<file path="src/hdl/gne_ram.sv">
// Simple dual-port synchronous RAM, one write and one registered read per cycle.
// No dependencies.
module gne_ram #(
    parameter int WIDTH = 64,
    parameter int DEPTH = 65
) (
    input  logic                     clk,
    input  logic                     we,
    input  logic [$clog2(DEPTH)-1:0] wr_addr,
    input  logic [WIDTH-1:0]         wr_data,
    input  logic                     re,
    input  logic [$clog2(DEPTH)-1:0] rd_addr,
    output logic [WIDTH-1:0]         rd_data
);

    logic [WIDTH-1:0] mem [DEPTH];
    logic [WIDTH-1:0] rd_data_reg;

    always_ff @(posedge clk)
    begin
        if (we)
        begin
            mem[wr_addr] <= wr_data;
        end
        if (re)
        begin
            rd_data_reg <= mem[rd_addr];
        end
    end

    assign rd_data = rd_data_reg;

endmodule

</file>
<file path="config.mk">
export PLATFORM = sky130hd
export DESIGN_NAME = gne_ram
export DESIGN_NICKNAME = d
export VERILOG_FILES = /design/src/hdl/gne_ram.sv
export SDC_FILE = /design/constraint.sdc
export NUM_CORES = 2
export LEC_CHECK = 0
export ABC_AREA = 1
export BUFFER_PORTS_ARGS = -buffer_cell sky130_fd_sc_hd__buf_2
export CAP_MARGIN = 20
export CORE_ASPECT_RATIO = 0.9
export CORE_UTILIZATION = 34
export CTS_BUF_LIST = sky130_fd_sc_hd__clkbuf_2
export DETAILED_ROUTE_END_ITERATION = 10
export PLACE_DENSITY_LB_ADDON = 0.05
export SLEW_MARGIN = 20
export SYNTH_ARGS = -nofsm -noshare
export SYNTH_HDL_FRONTEND = slang
export SYNTH_MEMORY_MAX_BITS = 65536
export SYNTH_SLANG_ARGS = --single-unit
</file>
<file path="constraint.sdc">
create_clock -name clk -period 4.5 [get_ports clk]
set_input_delay 0.9 -clock clk [delete_from_list [all_inputs] [get_ports clk]]
set_output_delay 0.9 -clock clk [all_outputs]
set_load 0.1 [all_outputs]
</file>
After elaboration in Yosys (flattened, before gate mapping)
Memory sizes are Yosys's and may differ from the RTL's. A register that Yosys moved wholly into a read port is not among the register bits.
Cells that the tools add are included.
{"block": "totals", "ff_bits": 0, "ramBits": 4160, "inputBits": 81, "output_inout_bits": 64, "elab_cells": 3, "memories": 1}
{"block": "op_classes", "muxes": 2}
{"name": "mem", "words": 65, "word_bits": 64, "rd": 1, "rd_ports_with_merged_regs": 1, "write_ports": 1, "line_no": "16", "source": "logic [WIDTH-1:0] mem [DEPTH];"}
{"op": "$mux W1", "count": 2}

Longest topological paths before layout
{"block": "depth", "depth_word": 2, "depth_mapped": 13, "mapped_depth_nobuf": 9}

Worst setup path before layout
OpenSTA, ideal clock, no wires.
{"block": "synth_path", "path_type": "input to register", "start": "input port we", "end": "memory mem[16][0] (enable)", "setup_time_ns": 0.486, "arrival_time_ns": 4.149, "t_required_ns": 4.014, "slack_ns": -0.135, "path_stages": 3, "n_path_buf": 1, "cell_sequence": "clkbuf_1 > nand3_1 > nor2_1"}
{"block": "synth_via", "elab_chain_cells": 2}
{"element": "start: declaration", "line_no": "8", "source": "input logic we,"}
{"element": "$mux W1", "line_no": "21", "source": "if (we)"}
{"element": "$mux W1 (not written as such)", "line_no": "23", "source": "mem[wr_addr] <= wr_data;"}
{"element": "end: declaration", "line_no": "16"}
Every way passes these cells.

==> results.toml <==
[drt]
wl_per_cell_microns = 30.7
dr_wl_met3_mm = 41.3
drt_wl_total_mm = 678
firstDrtPassIters = 6
ant_nets = 0
wl_met2_mm = 315
num_vias = 119000
drtIter0Drc = 12800
via_per_inst = 5.39
top_layer = "met5"
drcViolationCount = 0
wl_met1_mm = 304

[pwr]
ir_worst_vdd_v = 0.000261
p_seq_share_pct = 57.3
power_density_mw_per_mm2 = 393
swShare_pct = 27.2
comb_power_share_pct = 7.6
p_leak_nw = 69.3
p_int_mw = 55.3
clock_power_share_pct = 35.0
switchingPower_mw = 20.7

[floorplan]
start_util_pct = 34.2
num_io_pins = 145
rows = 244
die_y_microns = 669
die-area_sq_mm = 0.498
fp.dieW_microns = 743
coreArea_sq_mm = 0.492

[setup_path]
crit_start = "rd_addr[0]"
critical_path.cell_chain = "dlygate4sd3_1, dlygate4sd3_1, buf_12, clkinv_16, buf_12, buf_12, nand2_1, nand3_1, nand3_1, dlygate4sd3_1, nand3_1, dlygate4sd3_1, nand3_1, dlygate4sd3_1, nand3_1, dlygate4sd3_1, nand3_1, dlygate4sd3_1, nand2_1"
end_kind = "register"
critPathSlowestCell = "dlygate4sd3_1"
critical_path_class = "input pin to register"
critPathMaxFanout = 72
cpLargestDelayFamily = "buffers and inverters"
r2r_slack_ps = 470
r2r-start = "mem[51][46]"
crit_required_ps = 6710
path_buf_inv = 11
cp.arrival_ps = 6980
slowest_delay_ps = 610
crit_top_cell = "dlygate4sd3_1"
start_kind = "input pin"

[timing]
rsz0062_at_grt = "true"
tns_ps = -273
finalCriticalPeriod_ps = 4770
drv_slew = 0
fin_ws_ps = -273
period_share_pct = 106
setup_viol = 1
fmax_ghz = 0.210
slew_headroom_pct = 20.9
tightest_slew_ps = 1190
final.setup_skew_ps = 168
hold_violations = 0

[worst_hold_path]
min_path_type = "input pin to register"
min_from = "wr_data[2]"

[finish]
largest_register_ffs = 4160
syn_to_final_growth_pct = 15.1
drive_gt1_share_pct = 16.5
mostFrequentLayoutCell = "nand2_1"
nNetsFinal = 14900
layout_common_cells = "nand2_1 (4235), edfxtp_1 (4224), nand3_1 (4037)"

[global_routing]
track_usage_pct = 27.0
grt_antenna_before_repair = 52
grt_first_pass_wirelength_mm = 932
grt_start_max_net_pins = 136
overflow = 0
grt_pass1_vias = 115000

[synthesis]
syn-num-nets = 13600
yosys_warnings = 0
synth_seq_cells = 4224
syn_area_per_cell_sq_um = 12.5
synth.distinct_cells = 15
synth_top_cell_by_area = "edfxtp_1"
synth_top_cell_area_share_pct = 75.4
synthesis.area_sq_mm = 0.168
yosysSeqAreaShare_pct = 75.4
syn_inst = 13500
synthTopCellsByArea = "edfxtp_1 (75%), nand3_1 (12%), nand2_1 (9.5%)"

[clock_tree]
clk-insertion-delay-late_ps = 2450
cts.sinks = 4224
cts-root-buf = "clkbuf_2"
htree_levels = 7
cts_made_buffers = 1201
clk_pin_slew_ps = 110
cts_buffer_depth = 5
cts_tree = "done"

[placed_design]
dp_hpwl_mm = 339
post-place-ws_ps = 531
place.port_buffers = 144
gp_congestion = 0.775

[outcome]
violations = "setup timing"
outcome = "complete, but fails checks"

[run]
max-cap-violations = 0
cells in the mapped netlist (all sizes together):
cell type,count
nand2,4235
edfxtp,4224
nand3,4037
buf,770
clkbuf,137
nor2,70
inv,21
nor3,8
nand4,1
power by group through the flow:
stage / Combinational [mW] / Clock, mW / Sequential (mW)
final: 5.80 / 26.6 / 43.6
after floorplan: 2.59 / 0 / 44.7
after global routing: 6.25 / 29.4 / 43.6
after global placement: 5.35 / 0 / 44.5
after CTS: 5.84 / 27.5 / 43.6
after detailed placement: 5.37 / 0 / 44.5
logic make-up (layout without fill, tap and decap cells):
family,Yosys count,after routing,synth area share [%]
flops,4224,4224,75.4
other cells,0,38,0
simple gates,8351,8351,21.6
buf+inv,928,2907,2.94
final timing paths:
check | endpoint | depth (start not counted)
worst max-delay path | rd_data[27] | 19
worst min-delay path | mem[7][2] | 4
worst max register to register | rd_data[46] | 13
worst min register to register | rd_data[15] | 2
cell type report:
type	instances	area [sq um]
Fill cell	47400	298000
Sequential cell	4224	127000
Multi-Input combinational cell	8351	36900
Timing Repair Buffer	975	12000
Clock buffer	1714	8580
Tap cell	6519	8160
Clock inverter	196	915
Inverter	21	154
Antenna cell	38	95.1
Timing Repair inverter	1	11.3
per-layer routing:
| layer | up-vias | GRT usage (%) |
|---|---|---|
| met2 | 4828 | 42.6 |
| li1 | 51700 | - |
| met1 | 61300 | 38.0 |
| met4 | 10 | 9.02 |
| met3 | 1047 | 4.26 |
| met5 | - | 0 |
worst min-delay path: cells and delay by family:
kind | cells | cell delay [ps]
buffers and inverters | 4 | 1590
per-stage QoR:
step                hold WS [ps]  cell area, sq um  util (%)  cells  total power, mW
floorplan                    491            168000         -  13500             47.3
global placement             507            179000      36.5  19800             49.8
detailed placement           504            179000      36.5  19800             49.9
CTS                         9.74            194000      39.4  22000             77.0
global route                 131            194000      39.4  22000             79.2
finish                       308            194000      39.4  22000             76.0
repair_timing:
item	4_1_cts	5_1_grt
endpoints found under the hold margin	8448	63
resized for setup	173	1
hold buffers	311	1
buffers inserted	0	0
endpoints found under the setup margin	58	12
cloned	0	1
Power figures use the tool's default switching activity.
