[src/hdl/gne_pkg.sv]
// Package for the gate netlist evaluator: field widths, gate codes, table entry layout,
// controller states and the truth-table and arity lookups.
// No dependencies.
package gne_pkg;

    localparam int MASK_W      = 64;
    localparam int OP_W        = 6;
    localparam int KIND_W      = 3;
    localparam int COUNT_W     = 7;
    localparam int BITNESS_W   = 6;
    localparam int INBITS_W    = 32;
    localparam int BITNESS_MIN = 2;
    localparam int BITNESS_MAX = 32;
    localparam logic [BITNESS_W-1:0] BITNESS_RESET = 6'd8;

    typedef enum logic [1:0] {
        MODE_CLEAR = 2'd0,
        MODE_ADD   = 2'd1,
        MODE_EVAL  = 2'd2,
        MODE_NOP   = 2'd3
    } mode_t;

    typedef enum logic [1:0] {
        STATUS_OK     = 2'd0,
        STATUS_REJECT = 2'd1,
        STATUS_LEVEL  = 2'd2
    } status_t;

    typedef enum logic [KIND_W-1:0] {
        KIND_NOT  = 3'd0,
        KIND_AND  = 3'd1,
        KIND_OR   = 3'd2,
        KIND_XOR  = 3'd3,
        KIND_NAND = 3'd4,
        KIND_NOR  = 3'd5,
        KIND_MAJ  = 3'd6
    } kind_t;

    typedef struct packed {
        logic [OP_W-1:0]   op_c;
        logic [OP_W-1:0]   op_b;
        logic [OP_W-1:0]   op_a;
        logic [KIND_W-1:0] kind;
    } gate_entry_t;

    localparam int ENTRY_W = $bits(gate_entry_t);

    typedef enum logic [2:0] {
        ST_INIT,
        ST_IDLE,
        ST_ADD,
        ST_SCAN,
        ST_GATES
    } state_t;

    function automatic logic [7:0] kind_table(input logic [KIND_W-1:0] kind);
        logic [7:0] t;
        case (kind_t'(kind))
            KIND_NOT:  t = 8'b01;
            KIND_AND:  t = 8'b1000;
            KIND_OR:   t = 8'b1110;
            KIND_XOR:  t = 8'b0110;
            KIND_NAND: t = 8'b0111;
            KIND_NOR:  t = 8'b0001;
            KIND_MAJ:  t = 8'b11101000;
            default:   t = 8'b01;
        endcase
        return t;
    endfunction

    function automatic logic [1:0] kind_arity(input logic [KIND_W-1:0] kind);
        logic [1:0] n;
        case (kind_t'(kind))
            KIND_AND, KIND_OR, KIND_XOR, KIND_NAND, KIND_NOR: n = 2'd2;
            KIND_MAJ: n = 2'd3;
            default:  n = 2'd1;
        endcase
        return n;
    endfunction

    function automatic logic [MASK_W-1:0] low_ones(input logic [COUNT_W-1:0] n);
        logic [MASK_W-1:0] m;
        for (int i = 0; i < MASK_W; i++) begin
            m[i] = (COUNT_W'(i) < n);
        end
        return m;
    endfunction

endpackage

[src/hdl/gne_gate_unit.sv]
// One gate evaluation: gather operand bits from the slot vector and look up the truth table.
// Depends on gne_pkg.
module gne_gate_unit (
    input  gne_pkg::gate_entry_t        entry,
    input  logic [gne_pkg::MASK_W-1:0]  vals,
    output logic                        result
);
    import gne_pkg::*;

    logic [1:0] arity;
    logic [2:0] idx;
    logic [7:0] tbl;

    always_comb
    begin
        arity  = kind_arity(entry.kind);
        tbl    = kind_table(entry.kind);
        idx[0] = vals[entry.op_a];
        idx[1] = (arity >= 2'd2) ? vals[entry.op_b] : 1'b0;
        idx[2] = (arity == 2'd3) ? vals[entry.op_c] : 1'b0;
        result = tbl[idx];
    end

endmodule

[config.mk]
export PLATFORM = sky130hd
export DESIGN_NAME = gne_gate_unit
export DESIGN_NICKNAME = d
export VERILOG_FILES = /design/src/hdl/gne_pkg.sv /design/src/hdl/gne_gate_unit.sv
export SDC_FILE = /design/constraint.sdc
export NUM_CORES = 1
export LEC_CHECK = 0
export ABC_AREA = 1
export BUFFER_PORTS_ARGS = -buffer_cell sky130_fd_sc_hd__buf_4
export CORE_UTILIZATION = 40
export DETAILED_ROUTE_END_ITERATION = 10
export PLACE_DENSITY = 0.69
export SLEW_MARGIN = 40
export SYNTH_ARGS = -nofsm -noshare
export SYNTH_HDL_FRONTEND = slang
export SYNTH_SLANG_ARGS = --single-unit
[constraint.sdc]
create_clock -name vclk -period 3.03
set_input_delay 0.606 -clock vclk [all_inputs]
set_output_delay 0.606 -clock vclk [all_outputs]
set_load 0.1 [all_outputs]
Word level (Yosys, flattened, before mapping)
Index checks and enable logic that the tools add are counted.

word-level totals
  bits in registers = 0
  input port bits = 85
  output and inout port bits = 1

cells by class
  magnitude comparators = 5
  eq/ne operators = 7
  mux-type cells = 12
  reduce and logical (&&, ||, !) cells = 1

operators by type and width
  cell                number
  $pmux 8 s5          1
  $lt 6x7->1 const B  3
  $bmux 1 s6          3
  $eq 3x3->1 const B  3
  $eq 3x2->1 const B  2
  $mux 1              6
  $reduce_or 5->1     1
  $lt 3x4->1 const B  1
  $pmux 2 s2          1
  $bmux 1 s3          1
  $eq 3x1->1 const B  1
  $eq 2x2->1 const B  1
  $ge 2x2->1 const B  1

Longest topological paths before layout
  depth after elaboration = 7
  mapped depth = 15

Worst setup path after synthesis
Ideal clock, no wire load.

  path type = input -> output
  from = input port entry[3] (netlist bit)
  to = output port result
  data arrival time = 2.322 ns
  data required time = 2.424 ns
  slack = 0.102 ns
  cell stages on the path = 15
  cell sequence = buf_2 -> inv_2 -> buf_4 -> nand2_1 -> nand3_1 -> nand3_1 -> nand2_1 -> nand2_1 -> nand3_1 -> nand3_2 -> nand2_1 -> nand2_1 -> nand3_1 -> nand3_1 -> nand2_1

on the way
  longest elaborated chain between the ends = 4

RTL lines
  element                       line                 text
  start, declared               gne_gate_unit.sv:4   input gne_pkg::gate_entry_t entry,
  $bmux 1 s6                    gne_gate_unit.sv:18  idx[0] = vals[entry.op_a];
  $mux 1 (not written as such)  gne_gate_unit.sv:18
  $bmux 1 s3                    gne_gate_unit.sv:21  result = tbl[idx];
  $mux 1 (not written as such)  gne_gate_unit.sv:21
  end, declared                 gne_gate_unit.sv:6   output logic result

No other way between the ends. The select of a mux whose other input is x is not followed.

Worst setup path after layout
  from = input port entry[9] (netlist bit)
  to = output port result

on the way
  longest elaborated chain between the ends = 5

RTL lines
  element                       line                 text
  $bmux 1 s6                    gne_gate_unit.sv:19  idx[1] = (arity >= 2'd2) ? vals[entry.op_b] : 1'b0;
  $mux 1 (not written as such)  gne_gate_unit.sv:19
  $mux 1                        gne_gate_unit.sv:19
  $bmux 1 s3                    gne_gate_unit.sv:21
  $mux 1 (not written as such)  gne_gate_unit.sv:21

No other way between the ends. The select of a mux whose other input is x is not followed.

==> reports/metrics.cfg <==
[route]
wire_per_inst_um = 14.3
dr.first_iter.drc_count = 412
firstDrtPassIters = 7
dr_total_vias = 3357
avgViaCountPerCell = 5.60
ant_nets = 0
wl_um = 8590
drc = 0

[final_layout]
n_antenna_cell = 0
nets = 619
fill_cells = 530
seq_area_um2 = 0
multi_input_area_um2 = 1810
seq_cell_count = 0
clkbuf_count = 0
area_growth_pct = 34.3
drive_above_1_share_pct = 19.7

[place]
hpwl_um = 6610
port_buffers = 86
gp_congestion = 0.969

[power_and_ir_drop]
finalPower_uw = 456
combPwrFrac_pct = 100.0
switchingPower_uw = 268
clock_power_share_pct = 0
ir_drop_v = 0.0000802
internal-power_uw = 189
p_leak_nw = 1.50
pwr-share-seq_pct = 0
swShare_pct = 58.6
pwr_density_cell_nw_per_um2 = 165

[timing]
hold_slack_ns = 1.70
fin_crit_sh_pct = 93.9
fmax_ghz = 0.351
rsz0062_at_grt = false
worstMarginPinSlew_ns = 0.392
min_period_ns = 2.85
report.final.hold_viol_count = 0
max_slew_margin_pct = 73.8
tns_ns = 0
final-setup-viol-count = 0
drv_slew = 0

[synthesis]
synth_nets = 551
synth_top_area_share_pct = 38.7
yosysSeqAreaShare_pct = 0
syn_avg_cell_area_um2 = 4.42
synth.largest_area_cell = nand2_1
yosys.cell_types.count = 16
syn_area_um2 = 2060
ys_warn_count = 0
syn_inst = 466
yosys-top-cells-area = nand2_1 (39%), nand3_1 (32%), nor2_1 (4.7%)

[global_routing]
grt_pass1_wl_um = 13700
grt.total_usage_pct = 31.9
grt_max_degree = 33
grt_overflow = 0
grt_pass1_vias = 2841
antenna_found_initial = 0

[critical_path]
startpoint_type = input pin
max_stage_delay_ns = 0.22
end_kind = primary output
required_ns = 2.42
crit_chain = buf_4 > inv_2 > buf_12 > nand2_1 > nand3_1 > nand3_1 > nand2_1 > nand2_1 > nand3_1 > nand3_1 > nand2_1 > nand2_1 > nand3_1 > nand3_1 > nand2_1 > buf_6
path_max_fanout = 17
cp.arrival_ns = 2.24
critPathLaunch = entry[9]
worst-setup-path-type = in -> out
slowest_stage = buf_6

[hold_path]
holdCritStartpoint = entry[0]
min-delay-path-class = in -> out

[floorplan]
pin_count = 86
rows = 25
core_area_um2 = 4850
design.die.area_um2 = 5440
start_util_pct = 42.5
die_y_um = 73.7
die_w_um = 73.7

[run_status]
status = complete, no violations

[job]
maxCapViolCount = 0

[clocking]
post-cts-setup-buffer-count = 0
hold_buffers = 0
cts_repair_resize_count = 0

metrics by stage:
step                      cell area [µm²]  util (%)  instances  worst slack (ns)
after floorplan                      2060         -        466             0.102
after global placement               2760      56.9        599             0.162
after detailed placement             2760      56.9        599             0.102
after CTS                            2760      56.9        599            0.0977
after global routing                 2770      57.0        599            0.0287
final                                2770      57.0        599             0.185
worst max-delay path, delay by kind of cell:
kind	cells	cell delay, ns
simple gates	12	0.99
buf+inv	4	0.62
power by group through the flow:
stage | Clock, mW | Sequential [mW] | Combinational (mW)
6_report | 0 | 0 | 0.456
4_1_cts | 0 | 0 | 0.445
3_5_place_dp | 0 | 0 | 0.444
3_3_place_gp | 0 | 0 | 0.439
5_1_grt | 0 | 0 | 0.500
2_1_floorplan | 0 | 0 | 0.259
metal layers:
layer  track usage (%)  part of all wire, %  vias to the layer above  routed length (µm)
li1                  -                    -                     1671                   -
met1              43.1                   41                     1455                3560
met2              56.1                   47                      219                4050
met3              2.19                   11                       12                 916
met4              4.91                 0.79                        0                  68
met5                 0                    0                        -                   0
layout make-up:
type,count,area share (%)
Tap cell,67,3.03
Timing Repair Buffer,98,28.6
Multi-Input combinational cell,414,65.6
Inverter,20,2.81
cells by family (layout without fill, tap and decap cells):
logic type	after synthesis	after routing	synth area share [%]
AND/OR/NAND/NOR	374	374	77.1
AO/OA/AOI/OAI	40	40	11.1
buffers and inverters	52	118	11.9
Yosys cell counts:
library cell    n
nand2_1       212
nand3_1       133
nor2_1         26
buf_2          18
a21oi_1        15
inv_1          15
o21ai_0        14
buf_4           7
clkbuf_1        7
o31ai_1         6
inv_2           5
nand3_2         2
o211ai_1        2
o221ai_1        2
nor3b_1         1
o21ai_1         1
cell usage in the layout, fill, tap and decap left out:
cell and count:
o211ai_1 2, o21ai_0 14, o21ai_1 1, inv_2 4, nand3_1 133, buf_12 4, o31ai_1 6, inv_1 15
inv_4 1, nor3b_1 1, buf_6 1, nor2_1 26, buf_4 93, nand3_2 2, o221ai_1 2, a21oi_1 15
nand2_1 212
worst paths after layout:
check                     to  slack (ns)  cells after the start
worst min-delay path  result        1.70                      5
worst max-delay path  result        0.18                     16
(Power assumes the default switching activity.)
